$ cat config.mk
export PLATFORM = sky130hd
export DESIGN_NAME = can_message_text_parser_core_flat
export DESIGN_NICKNAME = d
export VERILOG_FILES = /design/src/rtl/cmtp_pkg.sv /design/src/rtl/cmtp_if.sv /design/src/rtl/can_message_text_parser_core.sv /design/src/flat_wrapper.sv
export SDC_FILE = /design/constraint.sdc
export NUM_CORES = 1
export LEC_CHECK = 0
export BUFFER_PORTS_ARGS = -buffer_cell sky130_fd_sc_hd__buf_2
export CORE_AREA = 4 4 203 205
export DETAILED_ROUTE_END_ITERATION = 10
export DIE_AREA = 0 0 207 209
export SKIP_CTS_REPAIR_TIMING = 1
export SKIP_LAST_GASP = 1
export SYNTH_ARGS = -nofsm -noshare
export SYNTH_HDL_FRONTEND = slang
export SYNTH_SLANG_ARGS = --single-unit
$ cat constraint.sdc
create_clock -name clock -period 11.1 [get_ports clock]
set_input_delay 2.775 -clock clock [delete_from_list [all_inputs] [get_ports clock]]
set_output_delay 2.775 -clock clock [all_outputs]
set_load 0.02 [all_outputs]
$ cat src/rtl/cmtp_pkg.sv
// Shared widths, status codes and defaults for the CAN message text parser.
`default_nettype none

package cmtp_pkg;

   localparam int unsigned CH_W       = 8;
   localparam int unsigned STATUS_W   = 3;
   localparam int unsigned ID_W       = 11;
   localparam int unsigned COUNT_W    = 4;
   localparam int unsigned BYTE_W     = 8;
   localparam int unsigned ACC_W      = 32;
   localparam int unsigned OUT_BYTES  = 8;
   localparam int unsigned MAX_BYTES_DEF = 8;

   localparam logic [STATUS_W-1:0] ST_OK       = 3'd0;
   localparam logic [STATUS_W-1:0] ST_BAD_ID   = 3'd1;
   localparam logic [STATUS_W-1:0] ST_TOO_MANY = 3'd2;
   localparam logic [STATUS_W-1:0] ST_BAD_BYTE = 3'd3;
   localparam logic [STATUS_W-1:0] ST_NO_ID    = 3'd4;

endpackage

`default_nettype wire

$ cat src/rtl/cmtp_if.sv
// Valid/ready channel interfaces for command characters and parsed messages.
`default_nettype none

interface cmtp_req_if;
   import cmtp_pkg::*;

   logic            valid;
   logic            ready;
   logic [CH_W-1:0] ch;

   modport source (output valid, output ch, input ready);
   modport sink   (input valid, input ch, output ready);
endinterface

interface cmtp_rsp_if;
   import cmtp_pkg::*;

   logic                valid;
   logic                ready;
   logic [STATUS_W-1:0] status;
   logic [ID_W-1:0]     msg_id;
   logic [COUNT_W-1:0]  byte_count;
   logic [BYTE_W-1:0]   byte0;
   logic [BYTE_W-1:0]   byte1;
   logic [BYTE_W-1:0]   byte2;
   logic [BYTE_W-1:0]   byte3;
   logic [BYTE_W-1:0]   byte4;
   logic [BYTE_W-1:0]   byte5;
   logic [BYTE_W-1:0]   byte6;
   logic [BYTE_W-1:0]   byte7;

   modport source (output valid, output status, output msg_id, output byte_count,
                   output byte0, output byte1, output byte2, output byte3,
                   output byte4, output byte5, output byte6, output byte7,
                   input ready);
   modport sink   (input valid, input status, input msg_id, input byte_count,
                   input byte0, input byte1, input byte2, input byte3,
                   input byte4, input byte5, input byte6, input byte7,
                   output ready);
endinterface

`default_nettype wire

$ cat src/rtl/can_message_text_parser_core.sv
// Streaming parser from command text to CAN identifier, length and data bytes.
// A terminator passes from the character register to the result register.
// Throughput: one character per cycle; the character register stalls only when it
// holds a terminator while the result register is full and not being taken.
// Reset (synchronous, active high): clears the parse state, the data byte store,
// the character register valid flag and the result register valid flag.
`default_nettype none

module can_message_text_parser_core #(
   parameter int unsigned MAX_BYTES = cmtp_pkg::MAX_BYTES_DEF
) (
   input  wire          clock,
   input  wire          reset,
   cmtp_req_if.sink     req,
   cmtp_rsp_if.source   rsp
);
   import cmtp_pkg::*;

   // Index into the data byte store; at least one bit even for a single entry.
   localparam int unsigned IdxW = (MAX_BYTES > 1) ? $clog2(MAX_BYTES) : 1;

   // Parse position, one-hot.
   typedef enum logic [3:0] {
      PH_BETWEEN  = 4'b0001,
      PH_LEADZERO = 4'b0010,
      PH_NUMBER   = 4'b0100,
      PH_STOPPED  = 4'b1000
   } phase_type;

   typedef enum logic [1:0] {
      RX_DEC = 2'd0,
      RX_HEX = 2'd1,
      RX_BIN = 2'd2
   } radix_type;

   localparam logic [CH_W-1:0] CH_TERM  = 8'h00;
   localparam logic [CH_W-1:0] CH_SEP_HI = 8'h20;
   localparam logic [CH_W-1:0] CH_ZERO  = 8'h30;
   localparam logic [CH_W-1:0] CH_ONE   = 8'h31;
   localparam logic [CH_W-1:0] CH_NINE  = 8'h39;
   localparam logic [CH_W-1:0] CH_UA    = 8'h41;
   localparam logic [CH_W-1:0] CH_UB    = 8'h42;
   localparam logic [CH_W-1:0] CH_UF    = 8'h46;
   localparam logic [CH_W-1:0] CH_UX    = 8'h58;
   localparam logic [CH_W-1:0] CH_LA    = 8'h61;
   localparam logic [CH_W-1:0] CH_LB    = 8'h62;
   localparam logic [CH_W-1:0] CH_LF    = 8'h66;
   localparam logic [CH_W-1:0] CH_LX    = 8'h78;

   // ---------------------------------------------------------------------
   // Character register: one transaction deep, drains whenever the parse
   // step can retire it.
   // ---------------------------------------------------------------------
   logic            in_valid_ff, in_valid_in;
   logic [CH_W-1:0] ch_ff;
   logic            is_term;
   logic            advance;

   // Parse state.
   phase_type          phase_ff, phase_in;
   radix_type          radix_ff, radix_in;
   logic [ACC_W-1:0]   acc_ff, acc_in;
   logic               have_id_ff, have_id_in;
   logic [COUNT_W-1:0] count_ff, count_in;
   logic [ID_W-1:0]    id_ff, id_in;
   logic [STATUS_W-1:0] err_ff, err_in;
   logic [BYTE_W-1:0]  bytes_ff [MAX_BYTES];
   logic [BYTE_W-1:0]  bytes_in [MAX_BYTES];

   // Result register.
   logic                rsp_valid_ff, rsp_valid_in;
   logic [STATUS_W-1:0] rsp_status_ff, rsp_status_in;
   logic [ID_W-1:0]     rsp_id_ff, rsp_id_in;
   logic [COUNT_W-1:0]  rsp_count_ff, rsp_count_in;
   logic [BYTE_W-1:0]   rsp_bytes_ff [OUT_BYTES];
   logic [BYTE_W-1:0]   rsp_bytes_in [OUT_BYTES];

   // Character classes.
   logic             is_sep, is_dec, is_bin, is_hex_lo, is_hex_up, digit_ok;
   logic [3:0]       dval;
   logic [ACC_W-1:0] acc_step;

   // Parse step control.
   logic             take_en, take_fail, post_take, start_dec;
   logic [ACC_W-1:0] take_val;

   assign is_term = (ch_ff == CH_TERM);
   // Only a terminator needs room in the result register.
   assign advance = in_valid_ff && (!is_term || !rsp_valid_ff || rsp.ready);
   assign req.ready = !in_valid_ff || advance;

   always_comb begin
      in_valid_in = in_valid_ff;
      if (advance) begin
         in_valid_in = 1'b0;
      end
      if (req.valid && req.ready) begin
         in_valid_in = 1'b1;
      end
   end

   always_ff @(posedge clock) begin
      if (reset) begin
         in_valid_ff <= 1'b0;
      end else begin
         in_valid_ff <= in_valid_in;
      end
      if (req.valid && req.ready) begin
         ch_ff <= req.ch;
      end
   end

   // ---------------------------------------------------------------------
   // Character decode and digit accumulation.
   // ---------------------------------------------------------------------
   always_comb begin
      is_sep    = (ch_ff != CH_TERM) && (ch_ff <= CH_SEP_HI);
      is_dec    = (ch_ff >= CH_ZERO) && (ch_ff <= CH_NINE);
      is_bin    = (ch_ff == CH_ZERO) || (ch_ff == CH_ONE);
      is_hex_lo = (ch_ff >= CH_LA) && (ch_ff <= CH_LF);
      is_hex_up = (ch_ff >= CH_UA) && (ch_ff <= CH_UF);
      // Letters a..f and A..F share their low nibble: 1..6 maps to 10..15.
      dval      = is_dec ? ch_ff[3:0] : (ch_ff[3:0] + 4'd9);
      case (radix_ff)
         RX_BIN:  digit_ok = is_bin;
         RX_HEX:  digit_ok = is_dec || is_hex_lo || is_hex_up;
         default: digit_ok = is_dec;
      endcase
      case (radix_ff)
         RX_HEX:  acc_step = {acc_ff[ACC_W-5:0], dval};
         RX_BIN:  acc_step = {acc_ff[ACC_W-2:0], dval[0]};
         // Times ten as two shifts and an add, wrapping at 32 bits.
         default: acc_step = (acc_ff << 3) + (acc_ff << 1) + {28'd0, dval};
      endcase
   end

   // ---------------------------------------------------------------------
   // One parse step per retired character.
   // ---------------------------------------------------------------------
   always_comb begin
      phase_in   = phase_ff;
      radix_in   = radix_ff;
      acc_in     = acc_ff;
      have_id_in = have_id_ff;
      count_in   = count_ff;
      id_in      = id_ff;
      err_in     = err_ff;
      bytes_in   = bytes_ff;
      take_en    = 1'b0;
      take_val   = acc_ff;
      take_fail  = 1'b0;
      post_take  = 1'b0;
      start_dec  = 1'b0;

      if (is_term) begin
         // Flush an open number into the message.
         take_en = (phase_ff == PH_LEADZERO) || (phase_ff == PH_NUMBER);
      end else begin
         unique case (phase_ff)
            PH_BETWEEN: begin
               if (!is_sep) begin
                  if (is_dec) begin
                     start_dec = 1'b1;
                  end else begin
                     phase_in = PH_STOPPED;
                  end
               end
            end
            PH_LEADZERO: begin
               if ((ch_ff == CH_LX) || (ch_ff == CH_UX)) begin
                  radix_in = RX_HEX;
                  acc_in   = '0;
                  phase_in = PH_NUMBER;
               end else if ((ch_ff == CH_LB) || (ch_ff == CH_UB)) begin
                  radix_in = RX_BIN;
                  acc_in   = '0;
                  phase_in = PH_NUMBER;
               end else if (is_dec) begin
                  acc_in   = {28'd0, dval};
                  phase_in = PH_NUMBER;
               end else begin
                  // A lone zero ends here.
                  take_en   = 1'b1;
                  take_val  = '0;
                  post_take = 1'b1;
               end
            end
            PH_NUMBER: begin
               if (digit_ok) begin
                  acc_in = acc_step;
               end else begin
                  take_en   = 1'b1;
                  post_take = 1'b1;
               end
            end
            PH_STOPPED: begin
            end
            default: begin
            end
         endcase
      end

      // Hand the finished number to the message.
      if (take_en) begin
         phase_in = PH_BETWEEN;
         if (!have_id_ff) begin
            if (|take_val[ACC_W-1:ID_W]) begin
               take_fail = 1'b1;
               err_in    = ST_BAD_ID;
            end else begin
               id_in      = take_val[ID_W-1:0];
               have_id_in = 1'b1;
            end
         end else if (count_ff >= COUNT_W'(MAX_BYTES)) begin
            take_fail = 1'b1;
            err_in    = ST_TOO_MANY;
         end else if (|take_val[ACC_W-1:BYTE_W]) begin
            take_fail = 1'b1;
            err_in    = ST_BAD_BYTE;
         end else begin
            bytes_in[count_ff[IdxW-1:0]] = take_val[BYTE_W-1:0];
            count_in = count_ff + 4'd1;
         end
         if (take_fail) begin
            phase_in = PH_STOPPED;
         end
      end

      // The character that ended a token opens the next position.
      if (post_take && !take_fail && !is_sep) begin
         if ((phase_ff == PH_NUMBER) && (radix_ff == RX_BIN) && is_dec) begin
            start_dec = 1'b1;
         end else begin
            phase_in = PH_STOPPED;
         end
      end

      if (start_dec) begin
         radix_in = RX_DEC;
         acc_in   = {28'd0, dval};
         phase_in = (ch_ff == CH_ZERO) ? PH_LEADZERO : PH_NUMBER;
      end

      // Result fields come from the message after the final flush.
      if (err_in != ST_OK) begin
         rsp_status_in = err_in;
      end else begin
         rsp_status_in = have_id_in ? ST_OK : ST_NO_ID;
      end
      rsp_id_in    = have_id_in ? id_in : '0;
      rsp_count_in = count_in;

      // Start the next message; the byte store carries over.
      if (is_term) begin
         phase_in   = PH_BETWEEN;
         radix_in   = RX_DEC;
         acc_in     = '0;
         have_id_in = 1'b0;
         count_in   = '0;
         id_in      = '0;
         err_in     = ST_OK;
      end
   end

   // Entries beyond the store read as zero.
   for (genvar g = 0; g < OUT_BYTES; g++) begin : g_out_bytes
      if (g < MAX_BYTES) begin : g_used
         assign rsp_bytes_in[g] = bytes_in[g];
      end else begin : g_unused
         assign rsp_bytes_in[g] = '0;
      end
   end

   always_ff @(posedge clock) begin
      if (reset) begin
         phase_ff   <= PH_BETWEEN;
         radix_ff   <= RX_DEC;
         acc_ff     <= '0;
         have_id_ff <= 1'b0;
         count_ff   <= '0;
         id_ff      <= '0;
         err_ff     <= ST_OK;
         for (int i = 0; i < MAX_BYTES; i++) begin
            bytes_ff[i] <= '0;
         end
      end else if (advance) begin
         phase_ff   <= phase_in;
         radix_ff   <= radix_in;
         acc_ff     <= acc_in;
         have_id_ff <= have_id_in;
         count_ff   <= count_in;
         id_ff      <= id_in;
         err_ff     <= err_in;
         bytes_ff   <= bytes_in;
      end
   end

   // ---------------------------------------------------------------------
   // Result register: load on a retired terminator, drop when taken.
   // ---------------------------------------------------------------------
   always_comb begin
      rsp_valid_in = rsp_valid_ff;
      if (rsp.ready) begin
         rsp_valid_in = 1'b0;
      end
      if (advance && is_term) begin
         rsp_valid_in = 1'b1;
      end
   end

   always_ff @(posedge clock) begin
      if (reset) begin
         rsp_valid_ff <= 1'b0;
      end else begin
         rsp_valid_ff <= rsp_valid_in;
      end
      if (advance && is_term) begin
         rsp_status_ff <= rsp_status_in;
         rsp_id_ff     <= rsp_id_in;
         rsp_count_ff  <= rsp_count_in;
         rsp_bytes_ff  <= rsp_bytes_in;
      end
   end

   assign rsp.valid      = rsp_valid_ff;
   assign rsp.status     = rsp_status_ff;
   assign rsp.msg_id     = rsp_id_ff;
   assign rsp.byte_count = rsp_count_ff;
   assign rsp.byte0      = rsp_bytes_ff[0];
   assign rsp.byte1      = rsp_bytes_ff[1];
   assign rsp.byte2      = rsp_bytes_ff[2];
   assign rsp.byte3      = rsp_bytes_ff[3];
   assign rsp.byte4      = rsp_bytes_ff[4];
   assign rsp.byte5      = rsp_bytes_ff[5];
   assign rsp.byte6      = rsp_bytes_ff[6];
   assign rsp.byte7      = rsp_bytes_ff[7];

endmodule

`default_nettype wire

$ cat src/flat_wrapper.sv
// flat-port wrapper written by rule: the top's interface ports become plain ports
module can_message_text_parser_core_flat import cmtp_pkg::*;
#(
   parameter int unsigned MAX_BYTES = cmtp_pkg::MAX_BYTES_DEF
)
  (clock, reset, req_valid, req_ch, req_ready, rsp_valid, rsp_status, rsp_msg_id, rsp_byte_count, rsp_byte0, rsp_byte1, rsp_byte2, rsp_byte3, rsp_byte4, rsp_byte5, rsp_byte6, rsp_byte7, rsp_ready);
  cmtp_req_if req_i ();
  cmtp_rsp_if rsp_i ();
  input  wire clock;
  input  wire reset;
  input wire logic [$bits(req_i.valid)-1:0] req_valid;
  input wire logic [$bits(req_i.ch)-1:0] req_ch;
  output wire logic [$bits(req_i.ready)-1:0] req_ready;
  output wire logic [$bits(rsp_i.valid)-1:0] rsp_valid;
  output wire logic [$bits(rsp_i.status)-1:0] rsp_status;
  output wire logic [$bits(rsp_i.msg_id)-1:0] rsp_msg_id;
  output wire logic [$bits(rsp_i.byte_count)-1:0] rsp_byte_count;
  output wire logic [$bits(rsp_i.byte0)-1:0] rsp_byte0;
  output wire logic [$bits(rsp_i.byte1)-1:0] rsp_byte1;
  output wire logic [$bits(rsp_i.byte2)-1:0] rsp_byte2;
  output wire logic [$bits(rsp_i.byte3)-1:0] rsp_byte3;
  output wire logic [$bits(rsp_i.byte4)-1:0] rsp_byte4;
  output wire logic [$bits(rsp_i.byte5)-1:0] rsp_byte5;
  output wire logic [$bits(rsp_i.byte6)-1:0] rsp_byte6;
  output wire logic [$bits(rsp_i.byte7)-1:0] rsp_byte7;
  input wire logic [$bits(rsp_i.ready)-1:0] rsp_ready;
  assign req_i.valid = req_valid;
  assign req_i.ch = req_ch;
  assign req_ready = req_i.ready;
  assign rsp_valid = rsp_i.valid;
  assign rsp_status = rsp_i.status;
  assign rsp_msg_id = rsp_i.msg_id;
  assign rsp_byte_count = rsp_i.byte_count;
  assign rsp_byte0 = rsp_i.byte0;
  assign rsp_byte1 = rsp_i.byte1;
  assign rsp_byte2 = rsp_i.byte2;
  assign rsp_byte3 = rsp_i.byte3;
  assign rsp_byte4 = rsp_i.byte4;
  assign rsp_byte5 = rsp_i.byte5;
  assign rsp_byte6 = rsp_i.byte6;
  assign rsp_byte7 = rsp_i.byte7;
  assign rsp_i.ready = rsp_ready;
  can_message_text_parser_core #(.MAX_BYTES(MAX_BYTES)) u_core (.clock(clock), .reset(reset), .req(req_i), .rsp(rsp_i));
endmodule
==> impl_metrics.ini <==
[floorplan]
dieArea_um2 = 43300
core_um2 = 39500
fp.dieH_um = 209
rows = 73
io_pins = 96
fp.dieW_um = 207
start_util = 0.296

[cts]
cts_made_buffers = 24
root_buffer = clkbuf_16
cts_tree = yes
cts_buffer_depth = 3
path_clk_slew_ns = 0.05
clock-sinks = 213
clk_latency_ns = 0.54
htreeDepth = 1

[setup_path]
crit_required_ns = 8.33
startpoint = rsp_ready
critPathMaxFanout = 3
worstSetupStartpointType = input port
cp-endpoint = req_ready
worstSetupPathType = input port to primary output
reg2reg_slack_ns = 5.87
cp.arrival_ns = 3.69
r2r.worst_path.cells = 18
timing.rr.end = u_core.acc_ff[24]$_SDFFE_PP0P_
crit_path_end_kind = primary output
rr_startpoint = u_core.ch_ff[0]$_DFFE_PP_

[place]
dp_hpwl_mm = 20.5
gp_congestion = 0.848
placed_cells = 1715
placed_cell_area_um2 = 12600
port_buffers = 95

[global_routing]
grt_max_degree = 94
grt_pass1_vias = 8594
grt_overflow_total = 0
antenna_found_initial = 2
grt_usage = 0.131
grt_pass1_wl_mm = 48.2

[final_layout]
stdcell_count = 1759
final_area_um2 = 13400
seq_area_um2 = 5160
final_cell_mix = 123 x nor2_1, 123 x dfxtp_1, 95 x buf_2, 90 x edfxtp_1
multi_input_area_um2 = 6110
n_antenna_cell = 0
final_nets = 1297
final_util = 0.341
fillers = 4039
synthToLayoutAreaGrowth_pct = 15.2
drive_gt1_frac = 0.173

[timing]
timing.final.crit_share = 0.583
tightest_slew_ns = 1.17
timing.fmax_ghz = 0.155
grt_setup_unrepaired = false
finalHoldViolations = 0
setup_tns_ns = 0
skew_ns = 0.0207
setup_viol = 0
finalCriticalPeriod_ns = 6.47
slew_headroom = 0.216
maxSlewViolCount = 0

[drt]
via_per_inst = 5.13
route.vias.total = 9030
drt-initial-drc-count = 745
wire_per_inst_um = 16.8
detail_route.drc_violations = 0
wirelength_mm = 29.6
antenna_left = 0
dr.pass1.iters = 5

[power]
total_power_mw = 1.71
p_int_mw = 1.34
p_comb_frac = 0.026
p_sw_uw = 363
irDropWorstVdd_uv = 93.1
clkPwrFrac = 0.493
p_leak_nw = 5.62
pwr-share-seq = 0.481
p_per_area_nw_per_um2 = 127
switching_share = 0.213

[yosys]
syn-cell-area_um2 = 11700
synth_nets = 1234
synth-main-ff-cell = dfxtp_1
yosysWarnings = 0
syn_inst = 1153
ys_seq_elements = 213
synth_cell_types = 85
syn_avg_cell_area_um2 = 10.1
synth_seq_area_share = 0.443
synthArstFlopShare = 0
synth_edf_count = 90

[run_status]
status = finished clean

[min_path]
hp-class = flip-flop to flip-flop
hp-start = u_core.err_ff[2]$_SDFFE_PP0P_

[flow_run]
max_cap_viol_count = 0
layer usage:
| layer | global-route usage | vias up | share of wire |
|---|---|---|---|
| met5 | 0 | - | 0.00044 |
| met4 | 0.0244 | 2 | 0.014 |
| met3 | 0.0221 | 34 | 0.053 |
| met2 | 0.209 | 235 | 0.45 |
| met1 | 0.191 | 4329 | 0.48 |
| li1 | - | 4430 | - |
power groups by stage:
stage                     Clock (mW)  Combinational, mW  Sequential (mW)
after floorplan                    0             0.0331            0.835
after global placement             0             0.0431            0.837
after detailed placement           0             0.0437            0.838
after CTS                      0.861             0.0439            0.821
after global routing           0.889             0.0488            0.821
final                          0.842             0.0437            0.821
registers in the layout, indices dropped and copies added (netlist names), 11 cells and up:
signal             flops
u_core.bytes_ff       64
u_core.id_ff          11
u_core.rsp.msg_id     11
u_core.acc_ff         32
cells in the mapped netlist (all sizes together), types with 4 or more instances:
cell type,count,area (um^2)
a21oi,79,410
nor3b,5,37.5
clkbuf,44,165
mux2i,76,761
ha,67,838
o31ai,4,30.0
a22o,15,131
o21ai,70,354
buf,26,151
edfxtp,90,2700
a32oi,6,52.6
nor2b,8,50.1
xor2,13,114
and3,8,50.1
nand2,82,320
nor4b,5,65.1
and2,11,68.8
a22oi,12,90.1
dfxtp,123,2460
a221oi,28,245
nor4,8,56.3
nor3,13,76.3
or3,6,37.5
nand3,22,115
nand4,6,43.8
a311oi,7,138
o21a,10,75.1
a32o,7,70.1
a21o,11,82.6
a31oi,7,50.1
nand2b,19,119
a211oi,6,45.0
inv,22,82.6
mux2,33,372
o21bai,4,30.0
xnor2,16,140
a221o,7,70.1
nor2,126,480
layout make-up:
class,instances,area share
sequential,213,0.384
inverter,22,0.00624
clock inverter,8,0.00782
multi-input combinational,848,0.455
clock buffer,36,0.0558
timing repair buffer,107,0.0421
tap,525,0.0489
worst max-delay path, stage by stage:
cell,delay (ns)
buf_2,0.09
nand2b_1,0.20
nor2_1,0.32
nand2_1,0.13
buf_2,0.18
worst min path at each step:
stage | end | slack, ns | cells after the start
6_report | u_core.err_ff[2]$_SDFFE_PP0P_ | 0.47 | 1
4_1_cts | u_core.err_ff[2]$_SDFFE_PP0P_ | 0.48 | 1
3_3_place_gp | u_core.acc_ff[31]$_SDFFE_PP0P_ | 0.46 | 1
2_1_floorplan | u_core.acc_ff[31]$_SDFFE_PP0P_ | 0.44 | 1
5_1_grt | u_core.acc_ff[31]$_SDFFE_PP0P_ | 0.50 | 1
3_5_place_dp | u_core.acc_ff[31]$_SDFFE_PP0P_ | 0.46 | 1
per-stage QoR:
step                      hold WS, ns  setup slack, ns
after floorplan                 0.443             5.08
after global placement          0.465             4.61
after detailed placement        0.462             4.63
after CTS                       0.476             4.62
after global routing            0.500             4.58
final                           0.473             4.63
kinds of logic (layout without fill, tap and decap cells):
group | after synthesis | after routing | synth area share
DFF | 213 | 213 | 0.443
and+or+nand+nor | 331 | 331 | 0.139
muxes | 109 | 109 | 0.0970
buffers and inverters | 92 | 173 | 0.0342
xor gates and xnor gates | 29 | 29 | 0.0218
adders and majority gates | 69 | 69 | 0.0753
AOI/OAI and AO/OA | 310 | 310 | 0.190
(Power assumes the default switching activity.)
